### src/hdl/dgf_pkg.sv
// Shared types, constants and the dither threshold table for the dithered
// gradient fill core. Depends on nothing; used by dgf_divider and the top level.
package dgf_pkg;

  // Fixed field widths of the pixel transaction and the configuration port.
  localparam int unsigned ROW_W      = 11;
  localparam int unsigned COL_W      = 11;
  localparam int unsigned PIX_W      = 11;
  localparam int unsigned COORD_W    = 12;
  localparam int unsigned STEPS_W    = 5;
  localparam int unsigned RAMP_W     = 64;
  localparam int unsigned COLOR_W    = 4;
  localparam int unsigned CFG_ADDR_W = 3;
  localparam int unsigned CFG_DATA_W = 64;

  // Fraction of the scaled row and its saturated value.
  localparam int unsigned FRAC_BITS = 6;
  localparam logic [FRAC_BITS-1:0] FRAC_MAX = 6'd63;

  // Largest surface extent honoured by the clipping logic.
  localparam logic [COORD_W-1:0] SURF_MAX = 12'd2048;

  // Default parameter values for the top level.
  localparam int unsigned RAMP_DEPTH_DEF = 16;
  localparam int unsigned COLOR_BITS_DEF = 4;

  // Configuration register indices.
  typedef enum logic [CFG_ADDR_W-1:0] {
    CFG_ORIGIN_X       = 3'd0,
    CFG_ORIGIN_Y       = 3'd1,
    CFG_RECT_WIDTH     = 3'd2,
    CFG_RECT_HEIGHT    = 3'd3,
    CFG_RAMP_STEPS     = 3'd4,
    CFG_RAMP_COLORS    = 3'd5,
    CFG_SURFACE_WIDTH  = 3'd6,
    CFG_SURFACE_HEIGHT = 3'd7
  } cfg_idx_e;

  // Sideband that travels alongside the row division.
  typedef struct packed {
    logic             draw;
    logic [PIX_W-1:0] px;
    logic [PIX_W-1:0] py;
  } side_t;

  // Standard 8x8 ordered dither thresholds, indexed by {y[2:0], x[2:0]}.
  localparam logic [5:0] BAYER_TAB [64] = '{
    6'd0,  6'd32, 6'd8,  6'd40, 6'd2,  6'd34, 6'd10, 6'd42,
    6'd48, 6'd16, 6'd56, 6'd24, 6'd50, 6'd18, 6'd58, 6'd26,
    6'd12, 6'd44, 6'd4,  6'd36, 6'd14, 6'd46, 6'd6,  6'd38,
    6'd60, 6'd28, 6'd52, 6'd20, 6'd62, 6'd30, 6'd54, 6'd22,
    6'd3,  6'd35, 6'd11, 6'd43, 6'd1,  6'd33, 6'd9,  6'd41,
    6'd51, 6'd19, 6'd59, 6'd27, 6'd49, 6'd17, 6'd57, 6'd25,
    6'd15, 6'd47, 6'd7,  6'd39, 6'd13, 6'd45, 6'd5,  6'd37,
    6'd63, 6'd31, 6'd55, 6'd23, 6'd61, 6'd29, 6'd53, 6'd21
  };

  // Threshold lookup for a pixel position.
  function automatic logic [5:0] bayer_thr(input logic [2:0] y, input logic [2:0] x);
    return BAYER_TAB[{y, x}];
  endfunction

endpackage

### src/hdl/dgf_divider.sv
// Pipelined restoring divider, one quotient bit per register stage, with a
// sideband that travels alongside. Depends on dgf_pkg for the sideband type.
module dgf_divider #(
  parameter int unsigned NUM_W = 21,
  parameter int unsigned QUO_W = 10,
  parameter int unsigned DEN_W = 12
) (
  input  logic              clk_i,
  input  logic              rst_ni,
  input  logic              in_valid_i,
  input  dgf_pkg::side_t    in_side_i,
  input  logic [NUM_W-1:0]  num_i,
  input  logic [DEN_W-1:0]  den_i,
  output logic              out_valid_o,
  output dgf_pkg::side_t    out_side_o,
  output logic [QUO_W-1:0]  quo_o
);

  // Remainder width holds the numerator and the largest shifted divisor.
  localparam int unsigned REM_W = (NUM_W > DEN_W + QUO_W - 1) ? NUM_W : DEN_W + QUO_W - 1;

  logic [QUO_W-1:0] vld_q;
  dgf_pkg::side_t   side_q [QUO_W];
  logic [QUO_W-1:0] quo_q  [QUO_W];
  logic [REM_W-1:0] rem_q  [QUO_W-1];

  for (genvar k = 0; k < QUO_W; k++) begin : g_stage
    logic             vld_in;
    dgf_pkg::side_t   side_in;
    logic [REM_W-1:0] rem_in;
    logic [QUO_W-1:0] quo_in;
    logic [REM_W-1:0] den_sh;
    logic             fits;
    logic [REM_W-1:0] rem_d;
    logic [QUO_W-1:0] quo_d;

    // Stage inputs come from the ports for the first stage, else the stage before.
    if (k == 0) begin : g_first
      assign vld_in  = in_valid_i;
      assign side_in = in_side_i;
      assign rem_in  = REM_W'(num_i);
      assign quo_in  = '0;
    end else begin : g_next
      assign vld_in  = vld_q[k-1];
      assign side_in = side_q[k-1];
      assign rem_in  = rem_q[k-1];
      assign quo_in  = quo_q[k-1];
    end

    // Trial subtraction of the divisor aligned to this quotient bit.
    always_comb begin
      den_sh = REM_W'(den_i) << (QUO_W - 1 - k);
      fits   = (rem_in >= den_sh);
      rem_d  = fits ? (rem_in - den_sh) : rem_in;
      quo_d  = quo_in;
      quo_d[QUO_W-1-k] = fits;
    end

    // Valid bit of the stage.
    always_ff @(posedge clk_i or negedge rst_ni) begin
      if (!rst_ni) begin
        vld_q[k] <= 1'b0;
      end else begin
        vld_q[k] <= vld_in;
      end
    end

    // Payload of the stage.
    always_ff @(posedge clk_i) begin
      side_q[k] <= side_in;
      quo_q[k]  <= quo_d;
    end

    // The last stage needs no remainder.
    if (k < QUO_W - 1) begin : g_rem
      always_ff @(posedge clk_i) begin
        rem_q[k] <= rem_d;
      end
    end
  end

  assign out_valid_o = vld_q[QUO_W-1];
  assign out_side_o  = side_q[QUO_W-1];
  assign quo_o       = quo_q[QUO_W-1];

endmodule

### src/hdl/dithered_gradient_fill_core.sv
// Dithered vertical gradient fill: one pixel transaction in, one result out.
// The path from start to done runs through one input stage, one stage per quotient
// bit of the row division and one output register.
// Throughput is one transaction per cycle; busy_o stays low and the receiver
// cannot stall. Reset clears the pipeline valid bits and loads the register
// reset values; it takes effect at once and needs no clearing pass.
module dithered_gradient_fill_core #(
  parameter int unsigned RAMP_DEPTH = dgf_pkg::RAMP_DEPTH_DEF,
  parameter int unsigned COLOR_BITS = dgf_pkg::COLOR_BITS_DEF
) (
  input  logic                             clk_i,
  input  logic                             rst_ni,
  // Configuration write port.
  input  logic                             cfg_we_i,
  input  logic [dgf_pkg::CFG_ADDR_W-1:0]   cfg_addr_i,
  input  logic [dgf_pkg::CFG_DATA_W-1:0]   cfg_wdata_i,
  // Pixel command.
  input  logic                             start_i,
  output logic                             busy_o,
  input  logic [dgf_pkg::ROW_W-1:0]        row_i,
  input  logic [dgf_pkg::COL_W-1:0]        col_i,
  // Result.
  output logic                             done_o,
  output logic                             write_enable_o,
  output logic [dgf_pkg::PIX_W-1:0]        pixel_x_o,
  output logic [dgf_pkg::PIX_W-1:0]        pixel_y_o,
  output logic [dgf_pkg::COLOR_W-1:0]      color_o
);

  localparam int unsigned STEP_W = $clog2(RAMP_DEPTH);
  localparam int unsigned NUM_W  = dgf_pkg::ROW_W + STEP_W + dgf_pkg::FRAC_BITS;
  localparam int unsigned QUO_W  = STEP_W + dgf_pkg::FRAC_BITS;
  localparam int unsigned CW     = dgf_pkg::COORD_W;

  // Configuration registers.
  logic [CW-1:0]                  origin_x_q, origin_y_q;
  logic [CW-1:0]                  rect_width_q, rect_height_q;
  logic [dgf_pkg::STEPS_W-1:0]    ramp_steps_q;
  logic [dgf_pkg::RAMP_W-1:0]     ramp_colors_q;
  logic [CW-1:0]                  surface_width_q, surface_height_q;

  always_ff @(posedge clk_i or negedge rst_ni) begin
    if (!rst_ni) begin
      origin_x_q       <= '0;
      origin_y_q       <= '0;
      rect_width_q     <= '0;
      rect_height_q    <= '0;
      ramp_steps_q     <= 5'd2;
      ramp_colors_q    <= '0;
      surface_width_q  <= 12'd640;
      surface_height_q <= 12'd400;
    end else if (cfg_we_i) begin
      case (dgf_pkg::cfg_idx_e'(cfg_addr_i))
        dgf_pkg::CFG_ORIGIN_X:       origin_x_q       <= cfg_wdata_i[CW-1:0];
        dgf_pkg::CFG_ORIGIN_Y:       origin_y_q       <= cfg_wdata_i[CW-1:0];
        dgf_pkg::CFG_RECT_WIDTH:     rect_width_q     <= cfg_wdata_i[CW-1:0];
        dgf_pkg::CFG_RECT_HEIGHT:    rect_height_q    <= cfg_wdata_i[CW-1:0];
        dgf_pkg::CFG_RAMP_STEPS:     ramp_steps_q     <= cfg_wdata_i[dgf_pkg::STEPS_W-1:0];
        dgf_pkg::CFG_RAMP_COLORS:    ramp_colors_q    <= cfg_wdata_i[dgf_pkg::RAMP_W-1:0];
        dgf_pkg::CFG_SURFACE_WIDTH:  surface_width_q  <= cfg_wdata_i[CW-1:0];
        dgf_pkg::CFG_SURFACE_HEIGHT: surface_height_q <= cfg_wdata_i[CW-1:0];
        default: ;
      endcase
    end
  end

  // Derived configuration: effective step count and clip extents.
  logic [dgf_pkg::STEPS_W-1:0] steps_eff;
  logic [STEP_W-1:0]           steps_m1;
  logic [CW-1:0]               sw_eff, sh_eff;

  always_comb begin
    steps_eff = (ramp_steps_q > dgf_pkg::STEPS_W'(RAMP_DEPTH)) ?
                dgf_pkg::STEPS_W'(RAMP_DEPTH) : ramp_steps_q;
    steps_m1  = STEP_W'(steps_eff - 5'd1);
    sw_eff    = (surface_width_q  > dgf_pkg::SURF_MAX) ? dgf_pkg::SURF_MAX : surface_width_q;
    sh_eff    = (surface_height_q > dgf_pkg::SURF_MAX) ? dgf_pkg::SURF_MAX : surface_height_q;
  end

  // The pipeline takes a transaction every cycle.
  assign busy_o = 1'b0;

  // Stage 0: surface position, clipping and the scaled numerator.
  logic signed [CW:0]                     dx, dy;
  logic                                   draw_d;
  logic [dgf_pkg::ROW_W+STEP_W-1:0]       prod;
  logic                                   s0_vld_q;
  dgf_pkg::side_t                         s0_side_q;
  logic [NUM_W-1:0]                       s0_num_q;

  always_comb begin
    dx = $signed({origin_x_q[CW-1], origin_x_q}) + $signed({2'b00, col_i});
    dy = $signed({origin_y_q[CW-1], origin_y_q}) + $signed({2'b00, row_i});
    draw_d = (steps_eff >= 5'd2) && (rect_height_q != '0) &&
             ({1'b0, row_i} < rect_height_q) && ({1'b0, col_i} < rect_width_q) &&
             !dx[CW] && (dx[CW-1:0] < sw_eff) &&
             !dy[CW] && (dy[CW-1:0] < sh_eff);
    prod = row_i * steps_m1;
  end

  always_ff @(posedge clk_i or negedge rst_ni) begin
    if (!rst_ni) begin
      s0_vld_q <= 1'b0;
    end else begin
      s0_vld_q <= start_i;
    end
  end

  always_ff @(posedge clk_i) begin
    s0_side_q.draw <= draw_d;
    s0_side_q.px   <= dx[dgf_pkg::PIX_W-1:0];
    s0_side_q.py   <= dy[dgf_pkg::PIX_W-1:0];
    s0_num_q       <= {prod, dgf_pkg::FRAC_BITS'(0)};
  end

  // Row division by the rectangle height, one quotient bit per stage.
  logic              dv_vld;
  dgf_pkg::side_t    dv_side;
  logic [QUO_W-1:0]  dv_quo;

  dgf_divider #(
    .NUM_W (NUM_W),
    .QUO_W (QUO_W),
    .DEN_W (CW)
  ) u_div (
    .clk_i       (clk_i),
    .rst_ni      (rst_ni),
    .in_valid_i  (s0_vld_q),
    .in_side_i   (s0_side_q),
    .num_i       (s0_num_q),
    .den_i       (rect_height_q),
    .out_valid_o (dv_vld),
    .out_side_o  (dv_side),
    .quo_o       (dv_quo)
  );

  // Ramp entries; bits above the top of the colour word read as zero.
  logic [COLOR_BITS-1:0] ramp_ent [RAMP_DEPTH];

  for (genvar k = 0; k < RAMP_DEPTH; k++) begin : g_ent
    for (genvar b = 0; b < COLOR_BITS; b++) begin : g_bit
      if (k * COLOR_BITS + b < dgf_pkg::RAMP_W) begin : g_in
        assign ramp_ent[k][b] = ramp_colors_q[k*COLOR_BITS+b];
      end else begin : g_out
        assign ramp_ent[k][b] = 1'b0;
      end
    end
  end

  // Final stage: band and fraction, clamp, dither compare and colour pick.
  logic [STEP_W-1:0]          band;
  logic [dgf_pkg::FRAC_BITS-1:0] frac;
  logic [5:0]                 thr;
  logic [STEP_W:0]            idx;
  logic [COLOR_BITS-1:0]      ent;
  logic                       done_q, we_q;
  logic [dgf_pkg::PIX_W-1:0]  px_q, py_q;
  logic [dgf_pkg::COLOR_W-1:0] color_q;

  always_comb begin
    band = dv_quo[QUO_W-1:dgf_pkg::FRAC_BITS];
    frac = dv_quo[dgf_pkg::FRAC_BITS-1:0];
    if (band >= steps_m1) begin
      band = steps_m1 - 1'b1;
      frac = dgf_pkg::FRAC_MAX;
    end
    thr = dgf_pkg::bayer_thr(dv_side.py[2:0], dv_side.px[2:0]);
    idx = (thr < frac) ? ({1'b0, band} + 1'b1) : {1'b0, band};
    ent = '0;
    for (int k = 0; k < RAMP_DEPTH; k++) begin
      if (idx == (STEP_W + 1)'(k)) begin
        ent = ramp_ent[k];
      end
    end
  end

  always_ff @(posedge clk_i or negedge rst_ni) begin
    if (!rst_ni) begin
      done_q <= 1'b0;
    end else begin
      done_q <= dv_vld;
    end
  end

  // A clipped or disabled pixel reports zero coordinates and colour.
  always_ff @(posedge clk_i) begin
    we_q    <= dv_side.draw;
    px_q    <= dv_side.draw ? dv_side.px : '0;
    py_q    <= dv_side.draw ? dv_side.py : '0;
    color_q <= dv_side.draw ? dgf_pkg::COLOR_W'(ent) : '0;
  end

  assign done_o         = done_q;
  assign write_enable_o = we_q;
  assign pixel_x_o      = px_q;
  assign pixel_y_o      = py_q;
  assign color_o        = color_q;

endmodule

### config.mk
export PLATFORM = sky130hd
export DESIGN_NAME = dithered_gradient_fill_core
export DESIGN_NICKNAME = d
export VERILOG_FILES = /design/src/hdl/dgf_pkg.sv /design/src/hdl/dgf_divider.sv /design/src/hdl/dithered_gradient_fill_core.sv
export SDC_FILE = /design/constraint.sdc
export NUM_CORES = 1
export LEC_CHECK = 0
export BUFFER_PORTS_ARGS = -buffer_cell sky130_fd_sc_hd__buf_2
export CAP_MARGIN = 30
export CELL_PAD_IN_SITES_DETAIL_PLACEMENT = 1
export CELL_PAD_IN_SITES_GLOBAL_PLACEMENT = 2
export CORE_MARGIN = 4
export CORE_UTILIZATION = 38
export CTS_CLUSTER_DIAMETER = 120
export DETAILED_ROUTE_END_ITERATION = 12
export PLACE_DENSITY = 0.8
export RECOVER_POWER = 25
export SKIP_LAST_GASP = 1
export SLEW_MARGIN = 20
export SYNTH_ARGS = -nofsm -noshare
export SYNTH_HDL_FRONTEND = slang
export SYNTH_HIERARCHICAL = 1
export SYNTH_SLANG_ARGS = --single-unit
### constraint.sdc
create_clock -name clk_i -period 5.1 [get_ports clk_i]
set_input_delay 0.255 -clock clk_i [delete_from_list [all_inputs] [get_ports clk_i]]
set_output_delay 0.255 -clock clk_i [all_outputs]
set_load 0.01 [all_outputs]
==> results of run 1 <==
-- final timing paths --
check / endpoint / startpoint / depth (start not counted)
hold reg to reg: u_div/side_q[5][2]$_DFF_P_ / u_div/side_q[4][2]$_DFF_P_ / 0
max in group asynchronous: surface_width_q[9]$_DFFE_PN1P_ / rst_ni / 3
setup / recovery: s0_num_q[20]$_DFF_P_ / ramp_steps_q[1]$_DFFE_PN1P_ / 21
setup reg to reg: s0_num_q[20]$_DFF_P_ / ramp_steps_q[1]$_DFFE_PN1P_ / 21
min in group asynchronous: ramp_colors_q[53]$_DFFE_PN0P_ / rst_ni / 2
hold / removal: surface_width_q[11]$_DFFE_PN0P_ / cfg_wdata_i[11] / 2
-- metrics by stage --
stage               std cells  setup WS, ns  cell area [um2]
global placement         3684        0.0364            30500
finish                   3897         0.247            34000
floorplan                2593        0.0179            28400
CTS                      3887        0.0168            33800
detailed placement       3684       -0.0767            30500
global route             3897       -0.0271            34000
-- layout by cell type, fill, tap and decap left out, drive strengths merged, types with 8 or more instances in the layout --
master | synthesis | layout
dfxtp | 539 | 539
ha | 216 | 216
buf | 18 | 193
mux2 | 163 | 163
nand2 | 160 | 160
nor2 | 152 | 152
a21oi | 150 | 150
dfrtp | 147 | 147
o21ai | 135 | 135
inv | 120 | 129
clkbuf | 36 | 105
xnor2 | 80 | 80
dlygate4sd3 | 0 | 63
xor2 | 62 | 62
nor3 | 55 | 55
a21o | 40 | 40
nand2b | 38 | 38
and2 | 37 | 37
nor2b | 32 | 32
nand3 | 31 | 31
nor4 | 30 | 30
o21a | 29 | 29
fa | 29 | 29
a211oi | 23 | 23
o21bai | 20 | 20
clkinv | 0 | 18
a31oi | 16 | 16
or4 | 15 | 15
nand4 | 14 | 14
o22ai | 14 | 14
conb | 1 | 13
o31ai | 13 | 13
or3 | 12 | 12
o31a | 11 | 11
nand4b | 10 | 10
o211ai | 8 | 8
-- cells in the mapped netlist (6+ instances only) --
master	n	share of area, %
dfxtp_1	539	38
ha_1	216	9.5
mux2_2	163	6.5
nand2_1	160	2.1
nor2_1	152	2.0
a21oi_1	148	2.6
dfrtp_1	147	13
o21ai_0	130	2.3
inv_1	119	1.6
xnor2_1	80	2.5
xor2_1	62	1.9
nor3_1	52	0.92
a21o_1	40	1.1
nand2b_1	38	0.84
and2_1	37	0.82
clkbuf_1	36	0.48
nand3_1	31	0.55
nor2b_1	31	0.68
fa_1	29	2.0
nor4_1	29	0.64
o21a_1	29	0.77
a211oi_1	23	0.61
o21bai_1	20	0.53
a31oi_1	16	0.35
nand4_1	14	0.31
o22ai_1	14	0.31
o31ai_1	13	0.34
or4_1	13	0.34
or3_1	12	0.26
o31a_1	11	0.34
nand4b_1	10	0.31
buf_2	9	0.16
o211ai_1	8	0.21
a221oi_1	7	0.22
and3_1	7	0.15
a222oi_1	6	0.21
dfstp_2	6	0.56
mux2i_1	6	0.21
nand3b_1	6	0.16
-- registers in the layout, indices dropped and copies added, names as in the netlist, 11 cells and up --
name / count
origin_x_q: 12
origin_y_q: 12
pixel_x_o: 11
pixel_y_o: 11
ramp_colors_q: 64
rect_height_q: 12
rect_width_q: 12
s0_num_q: 15
s0_side_q: 23
surface_height_q: 12
surface_width_q: 12
u_div/quo_q: 55
u_div/rem_q: 189
u_div/side_q: 230
-- cell type report --
type | instances | area (um2)
antenna | 2 | 5.00
timing repair buffer | 257 | 1840
tap | 959 | 1200
sequential | 692 | 14600
inverter | 120 | 453
clock buffer | 104 | 2190
clock inverter | 36 | 408
multi-input combinational | 1727 | 13300
fill | 7960 | 39500
-- timing repair --
| item | in CTS | in global routing |
|---|---|---|
| gates resized for setup | 5 | 33 |
| setup buffers | 0 | 6 |
| hold buffers | 63 | 0 |
| hold endpoints to repair | 137 | 0 |
| pin swaps | 0 | 14 |
| setup endpoints to repair | 4 | 6 |
| gates cloned | 0 | 1 |
-- logic make-up after synthesis --
family	share of synthesized area, %
flip-flops	51.6
multiplexers	6.68
buffers and inverters	2.46
AO/OA/AOI/OAI	12.1
other	0.0132
adder cells (fa/ha/maj)	11.6
XOR/XNOR	4.38
AND/OR/NAND/NOR	11.2
-- power groups by stage --
| stage | combinational, mW | clock [mW] | sequential (mW) |
|---|---|---|---|
| after floorplan | 8.67 | 0 | 8.37 |
| after CTS | 12.0 | 5.71 | 8.76 |
| after detailed placement | 11.9 | 0 | 8.84 |
| final | 12.4 | 5.54 | 8.73 |
| after global routing | 13.9 | 5.95 | 8.97 |
| after global placement | 11.5 | 0 | 8.77 |
-- layer usage --
layer  up-vias  track usage [%]
met2       295             32.9
met1      9863             24.0
met3       121             2.55
met5         -                0
li1       9718                -
met4         0             5.51
-- worst max-delay path: cells and delay by family, from the launching register on --
| family | cells | cell delay (ns) |
|---|---|---|
| xor+xnor | 1 | 0.15 |
| flops | 1 | 0.55 |
| buf+inv | 3 | 0.32 |
| fa+ha+maj | 4 | 1.53 |
| compound gates | 8 | 1.46 |
| simple gates | 5 | 0.70 |
==> impl_metrics.yaml, run 1 <==
synth:
  ys.warnings.count: 6
  avgSynthCellArea_um2: 11.0
  ys.flop_type: "dfxtp_1"
  async_flop_share_pct: 22.1
  synth_area_um2: 28400
  synth_seq_area_share_pct: 51.6
  synth_edf_count: 0
  synth-seq-cells: 692
  yosysUniqueCellTypes: 92
  syn_inst: 2581
clock_tree:
  cts-root-buf: "clkbuf_16"
  htree_levels: 3
  path_clk_slew_ns: 0.06
  cts_buffers: 77
  clockBufferDepth: 3
  clock-sinks: 692
  cts_tree: "yes"
  clkLatencyLatePin_ns: 0.62
floorplanning:
  core.rowCount: 99
  core_area_um2: 73500
  die_h_um: 281
  pin_count: 122
  die_area_um2: 79100
  fp.dieW_um: 281
  initial_utilization_pct: 38.6
sta:
  fin_crit_sh_pct: 95.2
  finalHoldViolCount: 0
  max_freq_mhz: 206
  holdWs_ns: 0.0380
  relSlewSlack_pct: 38.3
  skew_ns: 0.0359
  tns_ns: 0
  final.min_clock_period_ns: 4.85
  slew_viol_final: 0
  tightestPinTransition_ns: 0.919
  setup_viol: 0
placement:
  hpwl_mm: 53.9
  routabilityCongestion: 0.821
  port_buffers: 120
route:
  route.met3.wl_mm: 2.55
  top_layer: "met4"
  drc: 0
  drt-wirelength-per-cell_um: 19.0
  wl_met2_mm: 36.7
  final_antenna_net_count: 0
  drt-pass1-iter-count: 5
  first_iter_violations: 1014
  vias_per_cell: 5.13
  vias: 20000
  wirelength_mm: 74.0
  wl_met1_mm: 33.1
setup_path:
  worst-setup-path-type: "reg -> reg"
  setup.reg_to_reg.worst_slack_ns: 0.25
  cp_max_fo: 10
  cp_common_cell: "o21a_1"
  path_cells: "nand2b_1 > ha_2 > and4bb_2 > nor3_4 > buf_6 > buf_6 > nand2_1 > fa_1 > inv_1 > fa_1 > ha_1 > a21o_1 > a21oi_2 > o21bai_1 > a21oi_2 > nor2b_1 > o21a_1 > o21a_1 > o21a_1 > o41a_1 > xor2_1"
  crit_arrival_ns: 5.35
  start_kind: "register"
  slowest_delay_ns: 0.55
  timing.critical_path.slowest_stage_cell: "dfstp_2"
  cp_data_required_time_ns: 5.60
  endpoint_kind: "register"
global_routing:
  grt_overflow: 0
  antenna_found_initial: 6
  grt_pass1_vias: 21600
  grt_max_degree: 81
  grt_pass1_wl_mm: 118
  track_usage_pct: 18.7
power:
  p_per_area_nw_per_um2: 784
  ir_drop_uv: 449
  p_int_mw: 16.4
  p_total_mw: 26.7
  swShare_pct: 38.3
  leakagePower_nw: 14.8
  switching_power_mw: 10.2
  clockPowerShare_pct: 20.8
  p_comb_share_pct: 46.5
  power.share.sequential_pct: 32.7
run_status:
  outcome: "complete, no violations"
cells_and_area:
  area_growth_pct: 19.9
  drive_above_1_share_pct: 18.6
  nNetsFinal: 3213
  fin_util_pct: 46.3
job:
  maxCapViolCount: 0
hold_path:
  hold_path.class: "in -> reg"
Power figures use the tool's default switching activity.
==> run 2, diff against run 1 <==
--- a/config.mk
+++ b/config.mk
@@ -10,10 +10,11 @@
 export CELL_PAD_IN_SITES_DETAIL_PLACEMENT = 1
 export CELL_PAD_IN_SITES_GLOBAL_PLACEMENT = 2
 export CORE_MARGIN = 4
-export CORE_UTILIZATION = 38
+export CORE_UTILIZATION = 39
+export CTS_BUF_LIST = sky130_fd_sc_hd__clkbuf_2
 export CTS_CLUSTER_DIAMETER = 120
 export DETAILED_ROUTE_END_ITERATION = 12
-export PLACE_DENSITY = 0.8
+export PLACE_DENSITY = 0.82
 export RECOVER_POWER = 25
 export SKIP_LAST_GASP = 1
 export SLEW_MARGIN = 20
==> impl_metrics.yaml, run 2 (synthesized netlist as in run 1, its figures left out) <==
run_status:
  outcome: "finished with violations"
  violations: "negative setup slack"
job:
  maxCapViolCount: 0
power:
  switching_power_mw: 11.1
  p_int_mw: 15.1
  power.share.sequential_pct: 33.6
  p_comb_share_pct: 51.0
  p_total_mw: 26.2
  p_per_area_nw_per_um2: 738
  clockPowerShare_pct: 15.4
  leakagePower_nw: 15.8
  swShare_pct: 42.3
  ir_drop_uv: 470
sta:
  setup_viol: 1
  fin_crit_sh_pct: 101
  max_freq_mhz: 194
  finalHoldViolCount: 0
  fin_ws_ns: -0.0417
  tightestPinTransition_ns: 0.903
  rsz0062_at_grt: "yes"
  skew_ns: 0.131
  slew_viol_final: 0
  final.min_clock_period_ns: 5.14
  relSlewSlack_pct: 39.8
hold_path:
  min_to: "s0_num_q[14]$_DFF_P_"
  hold_path.class: "in -> reg"
  whs_path_depth: 6
  worstHoldStart: "row_i[7]"
cells_and_area:
  top_regs: "u_div/side_q x230, u_div/rem_q x189, ramp_colors_q x64"
  area_growth_pct: 24.9
  layout_commonest_cell: "dfxtp_1"
  largest_reg_flops: 230
  fin_util_pct: 49.3
  fill_cells: 8052
  final_cell_count_no_fill: 4286
  final_cell_area_um2: 35400
  drive_above_1_share_pct: 21.6
  nNetsFinal: 3533
  mostFrequentLayoutCells: "dfxtp_1 (539), dlygate4sd3_1 (278), clkbuf_2 (250)"
  regMostFlops: "u_div/side_q"
setup_path:
  cp_max_fo: 16
  start_kind: "register"
  setup.reg_to_reg.worst_slack_ns: -0.04
  reg2reg_from: "ramp_steps_q[1]$_DFFE_PN1P_"
  worstRegToRegCells: 22
  r2r_end: "color_o[0]$_SDFF_PN0_"
  worst-setup-path-type: "reg -> reg"
  endpoint_kind: "register"
  cp_data_required_time_ns: 6.35
  crit_arrival_ns: 6.40
route:
  final_antenna_net_count: 0
  vias: 22200
  wirelength_mm: 87.7
  drt-wirelength-per-cell_um: 20.5
  drc: 0
  drt-pass1-iter-count: 5
  vias_per_cell: 5.18
  first_iter_violations: 1283
global_routing:
  track_usage_pct: 22.1
  antenna_found_initial: 9
  grt_pass1_vias: 24600
  grt_pass1_wl_mm: 135
  grt_max_degree: 87
  grt_overflow: 0
placement:
  routabilityCongestion: 0.825
  hpwl_mm: 54.3
  place_area_um2: 30500
  dpl_worst_slack_ns: -0.0573
  port_buffers: 120
  place_inst: 3674
floorplanning:
  initial_utilization_pct: 39.5
  die_h_um: 278
  die_area_um2: 77100
  fp.dieW_um: 278
  pin_count: 122
  core_area_um2: 71900
  core.rowCount: 98
clock_tree:
  cts_tree: "yes"
  clkLatencyLatePin_ns: 1.43
  cts_buffers: 175
  clockBufferDepth: 3
  clock-sinks: 692
  path_clk_slew_ns: 0.14
  cts-root-buf: "clkbuf_2"
  htree_levels: 4
run 2: critical path, cell delays in order, from the launching register on:
cell and delay [ns]:
dfstp_2 0.60, nand2b_4 0.08, ha_4 0.17, and4bb_2 0.25
nor3_4 0.24, inv_2 0.07, ha_4 0.18, nor3_4 0.20
o21a_1 0.25, buf_4 0.19, nor3_2 0.08, nor2_2 0.19
inv_2 0.08, ha_1 0.25, buf_4 0.18, a32o_2 0.28
o41ai_4 0.55, buf_6 0.27, a221oi_1 0.10, nor2_1 0.13
a21oi_1 0.06, a222oi_1 0.40, o211a_1 0.22
run 2: worst max-delay path by stage:
stage	from	to	slack, ns	depth (start not counted)
finish	ramp_steps_q[1]$_DFFE_PN1P_	color_o[0]$_SDFF_PN0_	-0.04	22
detailed placement	ramp_steps_q[4]$_DFFE_PN0P_	s0_num_q[20]$_DFF_P_	-0.06	20
floorplan	ramp_steps_q[1]$_DFFE_PN1P_	color_o[0]$_SDFF_PN0_	0.02	23
global placement	ramp_steps_q[4]$_DFFE_PN0P_	s0_num_q[20]$_DFF_P_	0.04	20
CTS	ramp_steps_q[4]$_DFFE_PN0P_	color_o[0]$_SDFF_PN0_	0.06	23
global route	ramp_steps_q[1]$_DFFE_PN1P_	color_o[0]$_SDFF_PN0_	-0.23	22
run 2: layout make-up:
cell class / count / area, um2 / area share, %
clock inverters: 64 / 454 / 1.28
clock buffers: 250 / 1250 / 3.53
well taps: 950 / 1190 / 3.36
inverters: 120 / 453 / 1.28
multi-input cells: 1727 / 13400 / 37.8
flip-flops and latches: 692 / 14600 / 41.3
diodes: 4 / 10.0 / 0.0283
repair buffers: 479 / 4040 / 11.4
run 2: timing repair:
| action | 4_1_cts | 5_1_grt |
|---|---|---|
| gates resized for setup | 1 | 66 |
| hold buffers | 279 | 0 |
| setup buffers | 1 | 13 |
| setup endpoints to repair | 3 | 8 |
| hold endpoints to repair | 333 | 0 |
| pin swaps | 1 | 21 |
| cloned | 0 | 0 |
run 2: metal layers:
layer,global-route usage (%),part of all wire [%],up-vias
met3,4.88,4.6,227
met4,10.7,3.9,0
li1,-,-,10500
met2,37.9,50,623
met5,0,0,-
met1,26.2,41,10900
run 2: power groups by stage:
stage	Sequential, mW	Clock [mW]	Combinational (mW)
after floorplan	8.37	0	8.67
after global placement	8.75	0	11.4
after detailed placement	8.84	0	11.9
after CTS	8.72	4.07	12.3
after global routing	9.00	4.51	14.6
final	8.80	4.02	13.3
run 2: through the flow:
step	TNS [ns]	hold slack (ns)
global route	-0.514	0.110
detailed placement	-0.0824	0.313
CTS	0	0.00892
finish	-0.0417	0.240
global placement	0	0.310
floorplan	0	-0.0406
